===== src/hdl/csp_pkg.sv =====
`timescale 1ns / 1ps

package csp_pkg;

  localparam int VALUE_W  = 32;
  // bracket width: min - 1.0 and max both fit with a spare bit for the span
  localparam int BIS_W    = 34;
  localparam int WEIGHT_W = 17;

  localparam logic [WEIGHT_W-1:0] Q16_ONE = WEIGHT_W'(65536);

  localparam logic signed [VALUE_W-1:0] VALUE_MAX = {1'b0, {(VALUE_W-1){1'b1}}};
  localparam logic signed [VALUE_W-1:0] VALUE_MIN = {1'b1, {(VALUE_W-1){1'b0}}};

  // one closed vector handed from the loader to the solver
  typedef struct packed {
    logic                      bank;
    logic signed [VALUE_W-1:0] vmin;
    logic signed [VALUE_W-1:0] vmax;
    logic                      dropped;
  } csp_job_t;

endpackage


===== src/hdl/csp_if.sv =====
`timescale 1ns / 1ps

interface csp_in_if;
  import csp_pkg::*;

  logic                      valid;
  logic                      ready;
  logic signed [VALUE_W-1:0] value;
  logic                      last;

  modport source (output valid, output value, output last, input ready);
  modport sink (input valid, input value, input last, output ready);
endinterface

interface csp_out_if;
  import csp_pkg::*;

  logic                valid;
  logic                ready;
  logic [WEIGHT_W-1:0] weight;
  logic                last_res;
  logic                overflow;

  modport source (output valid, output weight, output last_res, output overflow,
                  input ready);
  modport sink (input valid, input weight, input last_res, input overflow,
                output ready);
endinterface


===== src/hdl/csp_store.sv =====
`timescale 1ns / 1ps

module csp_store import csp_pkg::*; #(
  parameter int unsigned DEPTH  = 128,
  parameter int unsigned ADDR_W = 7
) (
  input  logic                      clk_i,
  input  logic                      we_i,
  input  logic [ADDR_W-1:0]         waddr_i,
  input  logic signed [VALUE_W-1:0] wdata_i,
  input  logic                      re_i,
  input  logic [ADDR_W-1:0]         raddr_i,
  output logic signed [VALUE_W-1:0] rdata_o
);

  logic signed [VALUE_W-1:0] mem [DEPTH];
  logic signed [VALUE_W-1:0] rdata_q;

  always_ff @(posedge clk_i) begin
    if (we_i) begin
      mem[waddr_i] <= wdata_i;
    end
  end

  always_ff @(posedge clk_i) begin
    if (re_i) begin
      rdata_q <= mem[raddr_i];
    end
  end

  assign rdata_o = rdata_q;

endmodule


===== src/hdl/csp_queue.sv =====
`timescale 1ns / 1ps

module csp_queue import csp_pkg::*; #(
  parameter int unsigned CNT_W = 7
) (
  input  logic             clk_i,
  input  logic             rst_ni,
  input  logic             push_i,
  input  csp_job_t         push_job_i,
  input  logic [CNT_W-1:0] push_cnt_i,
  output logic             full_o,
  input  logic             pop_i,
  output logic             valid_o,
  output csp_job_t         head_job_o,
  output logic [CNT_W-1:0] head_cnt_o
);

  csp_job_t         job_q [2];
  logic [CNT_W-1:0] cnt_q [2];
  logic             wptr_q, rptr_q;
  logic [1:0]       fill_q, fill_d;

  assign full_o     = (fill_q == 2'd2);
  assign valid_o    = (fill_q != 2'd0);
  assign head_job_o = job_q[rptr_q];
  assign head_cnt_o = cnt_q[rptr_q];

  always_comb begin
    fill_d = fill_q;
    if (push_i && !pop_i) begin
      fill_d = fill_q + 2'd1;
    end else if (pop_i && !push_i) begin
      fill_d = fill_q - 2'd1;
    end
  end

  always_ff @(posedge clk_i) begin
    if (push_i) begin
      job_q[wptr_q] <= push_job_i;
      cnt_q[wptr_q] <= push_cnt_i;
    end
  end

  always_ff @(posedge clk_i or negedge rst_ni) begin
    if (!rst_ni) begin
      wptr_q <= 1'b0;
      rptr_q <= 1'b0;
      fill_q <= 2'd0;
    end else begin
      if (push_i) wptr_q <= ~wptr_q;
      if (pop_i)  rptr_q <= ~rptr_q;
      fill_q <= fill_d;
    end
  end

endmodule


===== src/hdl/csp_front.sv =====
`timescale 1ns / 1ps

module csp_front import csp_pkg::*; #(
  parameter int unsigned MAX_ELEMENTS = 64,
  parameter int unsigned CNT_W        = 7,
  parameter int unsigned ADDR_W       = 7
) (
  input  logic                      clk_i,
  input  logic                      rst_ni,
  csp_in_if.sink                    in_i,
  output logic                      we_o,
  output logic [ADDR_W-1:0]         waddr_o,
  output logic signed [VALUE_W-1:0] wdata_o,
  output logic                      push_o,
  output csp_job_t                  push_job_o,
  output logic [CNT_W-1:0]          push_cnt_o,
  input  logic                      full_i
);

  localparam int unsigned IDX_W = ADDR_W - 1;

  logic [CNT_W-1:0]          cnt_q, cnt_d;
  logic signed [VALUE_W-1:0] min_q, min_d, max_q, max_d;
  logic                      drop_q, drop_d;
  logic                      bank_q;
  logic                      accept, room;

  // a bank stays ours while the queue holds fewer than two closed vectors
  assign in_i.ready = !full_i;
  assign accept     = in_i.valid && in_i.ready;
  assign room       = (cnt_q != CNT_W'(MAX_ELEMENTS));

  assign we_o    = accept && room;
  assign waddr_o = {bank_q, cnt_q[IDX_W-1:0]};
  assign wdata_o = in_i.value;

  always_comb begin
    cnt_d  = cnt_q;
    min_d  = min_q;
    max_d  = max_q;
    drop_d = drop_q;
    if (accept) begin
      if (room) begin
        cnt_d = cnt_q + CNT_W'(1);
        if (in_i.value < min_q) min_d = in_i.value;
        if (in_i.value > max_q) max_d = in_i.value;
      end else begin
        drop_d = 1'b1;
      end
    end
  end

  assign push_o             = accept && in_i.last;
  assign push_job_o.bank    = bank_q;
  assign push_job_o.vmin    = min_d;
  assign push_job_o.vmax    = max_d;
  assign push_job_o.dropped = drop_d;
  assign push_cnt_o         = cnt_d;

  always_ff @(posedge clk_i or negedge rst_ni) begin
    if (!rst_ni) begin
      cnt_q  <= '0;
      min_q  <= VALUE_MAX;
      max_q  <= VALUE_MIN;
      drop_q <= 1'b0;
      bank_q <= 1'b0;
    end else if (push_o) begin
      cnt_q  <= '0;
      min_q  <= VALUE_MAX;
      max_q  <= VALUE_MIN;
      drop_q <= 1'b0;
      bank_q <= ~bank_q;
    end else begin
      cnt_q  <= cnt_d;
      min_q  <= min_d;
      max_q  <= max_d;
      drop_q <= drop_d;
    end
  end

endmodule


===== src/hdl/csp_back.sv =====
`timescale 1ns / 1ps

module csp_back import csp_pkg::*; #(
  parameter int unsigned MAX_ELEMENTS   = 64,
  parameter int unsigned MAX_ITERATIONS = 40,
  parameter int unsigned FRACTION_BITS  = 16,
  parameter int unsigned CNT_W          = 7,
  parameter int unsigned ADDR_W         = 7
) (
  input  logic                      clk_i,
  input  logic                      rst_ni,
  input  logic                      job_valid_i,
  input  csp_job_t                  job_i,
  input  logic [CNT_W-1:0]          job_cnt_i,
  output logic                      pop_o,
  output logic                      re_o,
  output logic [ADDR_W-1:0]         raddr_o,
  input  logic signed [VALUE_W-1:0] rdata_i,
  csp_out_if.source                 out_o
);

  localparam int unsigned IDX_W  = ADDR_W - 1;
  localparam int unsigned ITER_W = $clog2(MAX_ITERATIONS + 1);
  localparam int unsigned TERM_W = FRACTION_BITS + 1;
  localparam int unsigned SUM_W  = FRACTION_BITS + 1 + $clog2(MAX_ELEMENTS);
  localparam int unsigned DIFF_W = BIS_W + 1;
  localparam int unsigned CONV_W = 33;
  localparam int unsigned SH_DN  = (FRACTION_BITS > 16) ? FRACTION_BITS - 16 : 0;
  localparam int unsigned SH_UP  = (FRACTION_BITS < 16) ? 16 - FRACTION_BITS : 0;

  localparam logic [BIS_W-1:0]  ONE_BIS  = BIS_W'(1) << FRACTION_BITS;
  localparam logic [DIFF_W-1:0] ONE_DIFF = DIFF_W'(1) << FRACTION_BITS;
  localparam logic [TERM_W-1:0] ONE_TERM = TERM_W'(1) << FRACTION_BITS;
  localparam logic [SUM_W-1:0]  ONE_SUM  = SUM_W'(1) << FRACTION_BITS;
  localparam logic [CONV_W-1:0] ROUND    = CONV_W'((1 << SH_DN) >> 1);

  typedef enum logic [7:0] {
    S_IDLE   = 8'b0000_0001,
    S_CHECK  = 8'b0000_0010,
    S_SWEEP  = 8'b0000_0100,
    S_DECIDE = 8'b0000_1000,
    S_EREAD  = 8'b0001_0000,
    S_EDATA  = 8'b0010_0000,
    S_ECONV  = 8'b0100_0000,
    S_EOUT   = 8'b1000_0000
  } state_e;

  state_e                  state_q, state_d;
  logic signed [BIS_W-1:0] lo_q, lo_d, hi_q, hi_d, tau_q, tau_d;
  logic [ITER_W-1:0]       iter_q, iter_d;
  logic [CNT_W-1:0]        idx_q, idx_d;
  logic [SUM_W-1:0]        sum_q, sum_d;
  logic                    rv_q, tv_q;
  logic [TERM_W-1:0]       term_q, term_d;
  logic                    ovalid_q, ovalid_d;
  logic [WEIGHT_W-1:0]     weight_q, weight_d;
  logic                    olast_q, olast_d;
  logic                    oflow_q, oflow_d;

  logic signed [BIS_W-1:0] span, mid;
  logic                    more;
  logic                    issue;
  logic [DIFF_W-1:0]       diff;
  logic [CONV_W-1:0]       conv;
  logic [WEIGHT_W-1:0]     weight_c;
  logic                    last_elem;

  // bracket midpoint, rounded toward minus infinity
  assign span = hi_q - lo_q;
  assign mid  = lo_q + (span >>> 1);
  assign more = (iter_q < ITER_W'(MAX_ITERATIONS)) && (span > BIS_W'(1));

  assign issue     = (state_q == S_SWEEP) && (idx_q != job_cnt_i);
  assign last_elem = (idx_q == job_cnt_i - CNT_W'(1));

  assign re_o    = issue || (state_q == S_EREAD);
  assign raddr_o = {job_i.bank, idx_q[IDX_W-1:0]};

  // clamp(v - tau, 0, 1.0)
  always_comb begin
    diff = DIFF_W'(rdata_i) - DIFF_W'(tau_q);
    diff = {{(DIFF_W-VALUE_W){rdata_i[VALUE_W-1]}}, rdata_i}
         - {tau_q[BIS_W-1], tau_q};
    if (diff[DIFF_W-1]) begin
      term_d = '0;
    end else if (diff > ONE_DIFF) begin
      term_d = ONE_TERM;
    end else begin
      term_d = diff[TERM_W-1:0];
    end
  end

  // rescale to q1.16, round half up when dropping bits
  always_comb begin
    conv = ((CONV_W'(term_q) + ROUND) >> SH_DN) << SH_UP;
    if (conv > CONV_W'(Q16_ONE)) begin
      weight_c = Q16_ONE;
    end else begin
      weight_c = conv[WEIGHT_W-1:0];
    end
  end

  always_comb begin
    state_d  = state_q;
    lo_d     = lo_q;
    hi_d     = hi_q;
    tau_d    = tau_q;
    iter_d   = iter_q;
    idx_d    = idx_q;
    sum_d    = sum_q;
    ovalid_d = ovalid_q;
    weight_d = weight_q;
    olast_d  = olast_q;
    oflow_d  = oflow_q;
    pop_o    = 1'b0;

    unique case (state_q)
      S_IDLE: begin
        if (job_valid_i) begin
          lo_d   = BIS_W'(job_i.vmin) - ONE_BIS;
          hi_d   = BIS_W'(job_i.vmax);
          iter_d = '0;
          idx_d  = '0;
          if (job_cnt_i == CNT_W'(1)) begin
            ovalid_d = 1'b1;
            weight_d = Q16_ONE;
            olast_d  = 1'b1;
            oflow_d  = job_i.dropped;
            state_d  = S_EOUT;
          end else begin
            state_d = S_CHECK;
          end
        end
      end
      S_CHECK: begin
        tau_d = mid;
        idx_d = '0;
        sum_d = '0;
        state_d = more ? S_SWEEP : S_EREAD;
      end
      S_SWEEP: begin
        if (issue) begin
          idx_d = idx_q + CNT_W'(1);
        end
        if (tv_q) begin
          sum_d = sum_q + SUM_W'(term_q);
        end
        if (!issue && !rv_q && !tv_q) begin
          state_d = S_DECIDE;
        end
      end
      S_DECIDE: begin
        if (sum_q > ONE_SUM) begin
          lo_d = tau_q;
        end else begin
          hi_d = tau_q;
        end
        iter_d  = iter_q + ITER_W'(1);
        state_d = S_CHECK;
      end
      S_EREAD: begin
        state_d = S_EDATA;
      end
      S_EDATA: begin
        state_d = S_ECONV;
      end
      S_ECONV: begin
        ovalid_d = 1'b1;
        weight_d = weight_c;
        olast_d  = last_elem;
        oflow_d  = job_i.dropped;
        state_d  = S_EOUT;
      end
      S_EOUT: begin
        if (out_o.ready) begin
          ovalid_d = 1'b0;
          if (last_elem) begin
            pop_o   = 1'b1;
            state_d = S_IDLE;
          end else begin
            idx_d   = idx_q + CNT_W'(1);
            state_d = S_EREAD;
          end
        end
      end
      default: begin
        state_d = S_IDLE;
      end
    endcase
  end

  assign out_o.valid    = ovalid_q;
  assign out_o.weight   = weight_q;
  assign out_o.last_res = olast_q;
  assign out_o.overflow = oflow_q;

  always_ff @(posedge clk_i) begin
    lo_q     <= lo_d;
    hi_q     <= hi_d;
    tau_q    <= tau_d;
    sum_q    <= sum_d;
    term_q   <= term_d;
    weight_q <= weight_d;
    olast_q  <= olast_d;
    oflow_q  <= oflow_d;
  end

  always_ff @(posedge clk_i or negedge rst_ni) begin
    if (!rst_ni) begin
      state_q  <= S_IDLE;
      iter_q   <= '0;
      idx_q    <= '0;
      rv_q     <= 1'b0;
      tv_q     <= 1'b0;
      ovalid_q <= 1'b0;
    end else begin
      state_q  <= state_d;
      iter_q   <= iter_d;
      idx_q    <= idx_d;
      rv_q     <= issue;
      tv_q     <= rv_q;
      ovalid_q <= ovalid_d;
    end
  end

endmodule


===== src/hdl/capped_simplex_projection.sv =====
`timescale 1ns / 1ps

// channel  dir  beat payload                 accepted when
// in_i     in   value (s32 q16.16), last     in_i.valid && in_i.ready
// out_o    out  weight (u17 q1.16), last_res, out_o.valid && out_o.ready
//               overflow
//
// loading takes one element beat per cycle while in_i.ready is high, into one of two store banks
// per vector of n elements the solver runs up to MAX_ITERATIONS bisection steps,
// each a sweep over the single store read port, then steps through EREAD, EDATA,
// ECONV and EOUT per weight beat; a one-element vector answers 1.0 straight from idle
// in_i stalls only while one closed vector is being solved and a second waits
// reset is asynchronous, active low, and needs no clearing pass

module capped_simplex_projection import csp_pkg::*; #(
  parameter int unsigned MAX_ELEMENTS   = 64,
  parameter int unsigned MAX_ITERATIONS = 40,
  parameter int unsigned FRACTION_BITS  = 16
) (
  input  logic      clk_i,
  input  logic      rst_ni,
  csp_in_if.sink    in_i,
  csp_out_if.source out_o
);

  localparam int unsigned CNT_W  = $clog2(MAX_ELEMENTS + 1);
  localparam int unsigned IDX_W  = $clog2(MAX_ELEMENTS);
  localparam int unsigned ADDR_W = IDX_W + 1;

  logic                      we;
  logic [ADDR_W-1:0]         waddr;
  logic signed [VALUE_W-1:0] wdata;
  logic                      re;
  logic [ADDR_W-1:0]         raddr;
  logic signed [VALUE_W-1:0] rdata;
  logic                      push, full, pop, job_valid;
  csp_job_t                  push_job, head_job;
  logic [CNT_W-1:0]          push_cnt, head_cnt;

  csp_front #(
    .MAX_ELEMENTS (MAX_ELEMENTS),
    .CNT_W        (CNT_W),
    .ADDR_W       (ADDR_W)
  ) u_front (
    .clk_i      (clk_i),
    .rst_ni     (rst_ni),
    .in_i       (in_i),
    .we_o       (we),
    .waddr_o    (waddr),
    .wdata_o    (wdata),
    .push_o     (push),
    .push_job_o (push_job),
    .push_cnt_o (push_cnt),
    .full_i     (full)
  );

  // bank bit on top of the element index, so the store spans the full address range
  csp_store #(
    .DEPTH  (2 ** ADDR_W),
    .ADDR_W (ADDR_W)
  ) u_store (
    .clk_i   (clk_i),
    .we_i    (we),
    .waddr_i (waddr),
    .wdata_i (wdata),
    .re_i    (re),
    .raddr_i (raddr),
    .rdata_o (rdata)
  );

  csp_queue #(
    .CNT_W (CNT_W)
  ) u_queue (
    .clk_i      (clk_i),
    .rst_ni     (rst_ni),
    .push_i     (push),
    .push_job_i (push_job),
    .push_cnt_i (push_cnt),
    .full_o     (full),
    .pop_i      (pop),
    .valid_o    (job_valid),
    .head_job_o (head_job),
    .head_cnt_o (head_cnt)
  );

  csp_back #(
    .MAX_ELEMENTS   (MAX_ELEMENTS),
    .MAX_ITERATIONS (MAX_ITERATIONS),
    .FRACTION_BITS  (FRACTION_BITS),
    .CNT_W          (CNT_W),
    .ADDR_W         (ADDR_W)
  ) u_back (
    .clk_i       (clk_i),
    .rst_ni      (rst_ni),
    .job_valid_i (job_valid),
    .job_i       (head_job),
    .job_cnt_i   (head_cnt),
    .pop_o       (pop),
    .re_o        (re),
    .raddr_o     (raddr),
    .rdata_i     (rdata),
    .out_o       (out_o)
  );

endmodule

===== src/flat_wrapper.sv =====
// flat-port wrapper written by rule: the top's interface ports become plain ports
module capped_simplex_projection_flat import csp_pkg::*;
#(
  parameter int unsigned MAX_ELEMENTS   = 64,
  parameter int unsigned MAX_ITERATIONS = 40,
  parameter int unsigned FRACTION_BITS  = 16
)
  (clk_i, rst_ni, in_i_valid, in_i_value, in_i_last, in_i_ready, out_o_valid, out_o_weight, out_o_last_res, out_o_overflow, out_o_ready);
  csp_in_if in_i_i ();
  csp_out_if out_o_i ();
  input  logic clk_i;
  input  logic rst_ni;
  input wire logic [$bits(in_i_i.valid)-1:0] in_i_valid;
  input wire logic [$bits(in_i_i.value)-1:0] in_i_value;
  input wire logic [$bits(in_i_i.last)-1:0] in_i_last;
  output wire logic [$bits(in_i_i.ready)-1:0] in_i_ready;
  output wire logic [$bits(out_o_i.valid)-1:0] out_o_valid;
  output wire logic [$bits(out_o_i.weight)-1:0] out_o_weight;
  output wire logic [$bits(out_o_i.last_res)-1:0] out_o_last_res;
  output wire logic [$bits(out_o_i.overflow)-1:0] out_o_overflow;
  input wire logic [$bits(out_o_i.ready)-1:0] out_o_ready;
  assign in_i_i.valid = in_i_valid;
  assign in_i_i.value = in_i_value;
  assign in_i_i.last = in_i_last;
  assign in_i_ready = in_i_i.ready;
  assign out_o_valid = out_o_i.valid;
  assign out_o_weight = out_o_i.weight;
  assign out_o_last_res = out_o_i.last_res;
  assign out_o_overflow = out_o_i.overflow;
  assign out_o_i.ready = out_o_ready;
  capped_simplex_projection #(.MAX_ELEMENTS(MAX_ELEMENTS), .MAX_ITERATIONS(MAX_ITERATIONS), .FRACTION_BITS(FRACTION_BITS)) u_core (.clk_i(clk_i), .rst_ni(rst_ni), .in_i(in_i_i), .out_o(out_o_i));
endmodule

===== config.mk =====
export PLATFORM = sky130hd
export DESIGN_NAME = capped_simplex_projection_flat
export DESIGN_NICKNAME = d
export VERILOG_FILES = /design/src/hdl/csp_pkg.sv /design/src/hdl/csp_if.sv /design/src/hdl/csp_store.sv /design/src/hdl/csp_queue.sv /design/src/hdl/csp_front.sv /design/src/hdl/csp_back.sv /design/src/hdl/capped_simplex_projection.sv /design/src/flat_wrapper.sv
export SDC_FILE = /design/constraint.sdc
export NUM_CORES = 2
export LEC_CHECK = 0
export BUFFER_PORTS_ARGS = -buffer_cell sky130_fd_sc_hd__buf_4
export CORE_MARGIN = 2
export CORE_UTILIZATION = 35
export CTS_CLUSTER_SIZE = 25
export DETAILED_ROUTE_END_ITERATION = 10
export GPL_TIMING_DRIVEN = 0
export PLACE_DENSITY = 0.51
export SLEW_MARGIN = 40
export SYNTH_ARGS = -nofsm -noshare
export SYNTH_HDL_FRONTEND = slang
export SYNTH_MEMORY_MAX_BITS = 65536
export SYNTH_SLANG_ARGS = --single-unit

===== constraint.sdc =====
create_clock -name clk_i -period 5.45 [get_ports clk_i]
set_input_delay 0.8175 -clock clk_i [delete_from_list [all_inputs] [get_ports clk_i]]
set_output_delay 0.8175 -clock clk_i [all_outputs]
set_load 0.02 [all_outputs]

# == Yosys cells after proc, flatten, opt, wreduce, memory -nomap -nowiden ==
# Memory sizes are Yosys's and may differ from the RTL's. A register that Yosys moved wholly into a read port is not among the register bits.
# Index checks and enable logic that the tools add are counted.
# word_totals
regBits,262
ram_bits,4242
input_bits,37
out_inout_bits,21
word_cells,159
mem_count,3
# classes
n_addsub,11
n_lt_le_gt_ge,7
eq_ne,22
muxes,58
bitwise_logic,3
n_reduce_logical,32
# mem_list
memory,depth,word_bits,read_ports,rd_clocked_by_memory_dff,wr,line_no,source
u_core.u_store.mem,128,32,1,1,1,csp_store.sv:16,logic signed [VALUE_W-1:0] mem [DEPTH];
u_core.u_queue.job_q,2,66,1,0,1,csp_queue.sv:18,csp_job_t job_q [2];
u_core.u_queue.cnt_q,2,7,1,0,1,csp_queue.sv:19,logic [CNT_W-1:0] cnt_q [2];
# ops
cell,n
32-bit 2-to-1 mux,8
34-bit 2-to-1 mux,4
34-bit one-hot mux with 2 select lines,2
17-bit 2-to-1 mux,4
8-bit one-hot mux with 8 select lines,1
7-bit 2-to-1 mux,7
23-bit one-hot mux with 2 select lines,1
"35-bit by 17-bit greater-than comparator with 1-bit output, second input constant",1
32-bit by 34-bit subtractor with 35-bit output,1
34-bit by 33-bit adder with 34-bit output,1
"34-bit by 2-bit greater-than comparator with 1-bit output, second input constant",1
17-bit one-hot mux with 2 select lines,1
34-bit subtractor,1
"32-bit by 18-bit subtractor with 33-bit output, second input constant",1
32-bit greater-than comparator,1
32-bit less-than comparator,1
8-bit 2-to-1 mux,4
7-bit one-hot mux with 4 select lines,1
23-bit by 17-bit adder with 23-bit output,1
"23-bit by 17-bit greater-than comparator with 1-bit output, second input constant",1
23-bit 2-to-1 mux,1
"17-bit greater-than comparator, second input constant",1
1-bit 2-to-1 mux,15
"7-bit by 1-bit adder with 7-bit output, second input constant",2
other kinds (38),71

# == Longest topological paths before layout ==
# An unclocked memory read counts as a cell.
# logic_depth
depth_word,9
depth_mapped,22
mapped_depth_nobuf,22

# == Hierarchy ==
# A second synthesis with hierarchy kept.
# hier_totals
hier_cells,8465
area_unflattened_um2,182022.1
# modules_own_cells
mod,instances,cells_per_inst,area_per_inst_um2,seq_area_each_um2
csp_store,1,5990,156596.4,123958.9
csp_back,1,1630,14288.7,5266.3
csp_queue,1,243,5704.2,4484.3
csp_front,1,602,5432.7,1866.8

# == Least setup slack after synthesis ==
# Ideal clock, no wire load.
# synth_path
path_kind,in2reg
from,input port in_i_valid
to,"memory u_core.u_queue.cnt_q[0][0], enable pin"
setup_time_ps,505
arrival_time_ps,4640
t_required_ps,4945
path_slack_ps,305
cell_stages,5
path_buffers,2
path_cell_list,and2_1 > clkbuf_1 > nand2_1 > clkbuf_1 > nor2_1
# synth_via
elab_chain_len,4
# synth_rtl
element,line_no,source
from (decl),flat_wrapper.sv:13,input wire logic [$bits(in_i_i.valid)-1:0] in_i_valid;
1-bit logical AND,csp_front.sv:30,assign accept = in_i.valid && in_i.ready;
1-bit logical AND,csp_front.sv:53,assign push_o = accept && in_i.last;
1-bit 2-to-1 mux,csp_queue.sv:38,if (push_i) begin
1-bit 2-to-1 mux (not written as such),csp_queue.sv:40,cnt_q[wptr_q] <= push_cnt_i;
to (decl),csp_queue.sv:19,
# No other way between the ends.

# == Worst setup path after layout ==
# layout_path
from,register u_core.u_back.idx_q[0]
to,"register u_core.u_store.rdata_q[6] (netlist: u_core.u_store.rdata_o[6]), read port of u_core.u_store.mem, data pin"
# layout_via
elab_chain_len,3
# layout_rtl
element,line_no,source
from (decl),csp_back.sv:51,"logic [CNT_W-1:0] idx_q, idx_d;"
from (signal assigned),csp_back.sv:219,idx_q <= idx_d;
7-bit inequality test,csp_back.sv:73,assign issue = (state_q == S_SWEEP) && (idx_q != job_cnt_i);
1-bit logical AND,csp_back.sv:73,
1-bit logical OR,csp_back.sv:76,assign re_o = issue || (state_q == S_EREAD);
to (decl),csp_store.sv:17,logic signed [VALUE_W-1:0] rdata_q;
# Several ways; a longest one is shown, not always the timed one.
# A chain may end at the register's enable or synchronous reset.

==> reports/summary.txt <==
Status: finished clean
Reg2reg setup slack: 100 ps
Finished Layout Cells: 16.54k
Top-Level Pins: 58
RR Startpoint: u_core.u_back.idx_q[0]$_DFFE_PN0P_
Reg2Reg Depth: 11
Max Fclk: 0.1871 GHz
Power density over cell area: 455.6 nW/um2
Final setup vio count: 0
First-pass GRT wire length: 744100 um
Min Hold Slack: 88.82 ps
Setup total negative slack: 0 ps
Total wire length: 542300 um
Gr ovfl total: 0
Max Slew Vio Count: 0
Die Width: 722.4 um
Nets: 9443
Leak Pwr: 0.06718 uW
Worst-Margin Slew: 929.2 ps
Register Area: 135600 um2
Latest clock arrival within the worst-skew pair: 1060 ps
CTS max path bufs: 4
DRC viols: 0
Crit path largest cell delay: 660 ps
Number of global-route vias before repair: 91.34k
Crit path max fanout: 15
Final core occ: 41.91%
# fillers: 44.29k
Final period utilization: 98.07%
CTS tree: done
Top post-synthesis cells by area: edfxtp_1 (73%), mux4_2 (17%), ha_1 (1.3%)
Total power: 98080 uW
CTS buffer count: 469
Root buffer cell: clkbuf_16
Pin count of the biggest net entering global routing: 133
DR vias: 90.47k
Die Height: 722.4 um
RePlAce Congestion: 0.8728
Hold Crit Class: primary input to flop
Layout cells sized above 1: 31.21%
Reg clk slew, reported paths: 60 ps
Synthesized Nets: 8520
Endpoints failing hold: 0
Synth area leader: edfxtp_1
Hold path depth: 1
First-pass DRT Iterations: 5
Part of the Yosys area used for sequential elements: 75.05%
Flops & latches, synth: 4536
Crit path time final: 5345 ps
Multi-input combinational cell area: 44180 um2
Syn Inst Count: 8292
Peak supply drop: 352.3 uV
Mean Syn Cell Area: 21.79 um2
Mapped cell area: 180700 um2
Setup Skew: 67.48 ps
Slowest CP cell: buf_2
Top cell type's share of synthesized area: 73.44%
HP Start: in_i_value[17]
Worst EP arrival: 6000 ps
DR vias/cell: 5.471
Max Cap Viol: 0
Slew margin rel.: 38.05%
Worst Hold End: u_core.u_store.mem[119][17]$_DFFE_PP_
Worst setup SP type: flop
Layout area overhead: 19.16%
Ys async rst share: 2.227%
FF-to-FF End: u_core.u_store.rdata_o[6]$_DFFE_PP_
DRT iter0 DRCs: 10.47k
Ys Warns: 0
Die area: 521900 um2
Antenna-violating nets left: 0
Clk sinks: 4536
Initial antenna violation count: 56
Critical Path End Type: flop
Worst path required time: 6100 ps
Synth unique cells: 92
GRT Total Usage: 20.46%
Count of input and output buffers: 57
Row count: 263
Placed instance count: 15.61k
Wire length per cell: 32.79 um
Ys flop type: edfxtp_1
CORE AREA: 513700 um2
Most used cell, CP: buf_2
Dpl hpwl: 384700 um
Critical Path, Cell by Cell: buf_2, buf_2, buf_4, buf_2, buf_2, mux4_2, mux4_2, mux2i_1, nand2_1, o21ai_0, o21ai_1
Htree depth: 5
Starting Density: 35.17%
Crit Path Class: flop to flop
Post-synth EDFFs: 4418
[kinds of logic (layout without fill, tap and decap cells)]
family                   count (synthesis)  after routing  share of synthesized area, %
adder cells (fa/ha/maj)                192            192                         1.346
buffers and inverters                  561           1884                         1.180
multiplexers                          1485           1485                         17.58
flip-flops                            4536           4536                         75.05
AO/OA/AOI/OAI                          566            566                         1.988
AND/OR/NAND/NOR                        815            815                         2.197
other                                    0             33                             0
XOR/XNOR                               137            137                        0.6642
[area by class of cell]
class | count | share of cell area [%]
antenna | 33 | 0.03836
buffer | 378 | 0.8230
clock buffer | 553 | 5.628
clock inverter | 318 | 1.515
inverter | 183 | 0.3202
multi-input combinational | 3195 | 20.52
sequential | 4536 | 62.98
tap | 6890 | 4.005
timing repair buffer | 452 | 4.169
[power breakdown]
group | switching (uW) | total [uW] | internal, uW
Clock | 13800 | 32200 | 18400
Sequential | 626 | 41000 | 40300
Combinational | 15100 | 24900 | 9850
Total | 29500 | 98100 | 68600
[worst max-delay path: cells and delay by family (launching register included)]
family | cells | cell delay [ps]
buffers and inverters | 5 | 2660
muxes | 3 | 1490
DFF | 1 | 340
AOI/OAI and AO/OA | 2 | 340
and+or+nand+nor | 1 | 90
[cells in the final DEF (no fill, tap or decap), types with 46 or more instances in the layout]
cell type  instances
a21oi_1          178
clkinv_1         106
o21ai_0          117
clkbuf_16        472
xor2_1            57
mux2i_1           72
nand3_1           62
buf_8            188
xnor2_1           79
buf_2            110
bufinv_16         53
clkbuf_1         185
clkinv_2         104
a21o_1            60
buf_16           199
inv_1            181
mux4_2          1343
edfxtp_1        4418
nand2b_1          53
buf_4             46
nand2_1          141
nor2_1           161
clkbuf_2         139
nor2_4           130
dfrtp_1           68
ha_1             186
[how the worst max path moves through the flow]
| stage | from | endpoint | slack, ps | cells after the start |
|---|---|---|---|---|
| floorplan | in_i_valid | u_core.u_queue.cnt_q[0][0]$_DFFE_PP_ | 300 | 5 |
| global placement | u_core.u_front.cnt_q[4]$_DFF_PN0_ | u_core.u_store.mem[97][18]$_DFFE_PP_ | -2620 | 9 |
| detailed placement | u_core.u_back.lo_q[0]$_DFFE_PP_ | u_core.u_back.tau_q[32]$_DFFE_PP_ | -370 | 20 |
| CTS | u_core.u_back.lo_q[0]$_DFFE_PP_ | u_core.u_back.tau_q[33]$_DFFE_PP_ | -5 | 21 |
| global route | u_core.u_back.lo_q[5]$_DFFE_PP_ | u_core.u_back.tau_q[33]$_DFFE_PP_ | -40 | 21 |
| finish | u_core.u_back.idx_q[0]$_DFFE_PN0P_ | u_core.u_store.rdata_o[6]$_DFFE_PP_ | 100 | 11 |
[routing by layer]
metal  GRT usage, %  vias up  routed length (um)
met1          27.45    49380              221100
met2          34.09     3405              265500
li1               -    36910                   -
met5              0        -                 126
met4          6.503       20               19210
met3          3.421      763               36390
[registers in the layout, summed over array words and instances (netlist names), 2 cells and up]
signal,cells
u_core.u_back.iter_q,6
u_core.u_queue.job_q,132
u_core.u_back.hi_q,34
u_core.u_store.mem,4096
u_core.u_back.lo_q,34
u_core.u_back.term_q,17
u_core.u_queue.cnt_q,14
u_core.u_back.tau_q,34
u_core.u_front.cnt_q,7
u_core.u_front.min_q,32
u_core.u_store.rdata_o,32
u_core.u_back.state_q,8
u_core.u_front.max_q,32
u_core.u_queue.fill_q,2
u_core.u_back.idx_q,7
u_core.u_back.out_o.weight,17
u_core.u_back.sum_q,23
[synth_stat cells, drive strengths merged (12+ instances only)]
| master | n |
|---|---|
| mux2i | 74 |
| or3 | 12 |
| and3 | 22 |
| o21a | 36 |
| nand2b | 53 |
| mux2 | 68 |
| and2 | 39 |
| a31oi | 22 |
| a211oi | 14 |
| nor4 | 21 |
| nor3b | 14 |
| dfxtp | 17 |
| mux4 | 1343 |
| xnor2 | 80 |
| o211ai | 13 |
| xor2 | 57 |
| dfstp | 33 |
| o31ai | 13 |
| edfxtp | 4418 |
| nand3b | 12 |
| a21boi | 13 |
| dfrtp | 68 |
| o21ai | 137 |
| inv | 183 |
| clkbuf | 251 |
| nand3 | 70 |
| a21o | 60 |
| nor3 | 46 |
| buf | 127 |
| nor2 | 292 |
| nand4 | 38 |
| nand2 | 144 |
| o21bai | 14 |
| ha | 187 |
| nor2b | 23 |
| a21oi | 180 |
[timing repair]
action	in CTS	in global routing
setup endpoints to repair	5	6
pin swaps	1	18
setup buffers	0	12
resized for setup	11	16
hold endpoints to repair	69	0
hold buffers	2	0
[through the flow]
| stage | area (um2) | setup WS [ps] |
|---|---|---|
| 5_1_grt | 215200 | -40.38 |
| 2_1_floorplan | 180700 | 304.9 |
| 6_report | 215300 | 105.0 |
| 3_5_place_dp | 199300 | -372.6 |
| 4_1_cts | 214800 | -4.725 |
| 3_3_place_gp | 189700 | -2616 |
(Power assumes the default switching activity.)
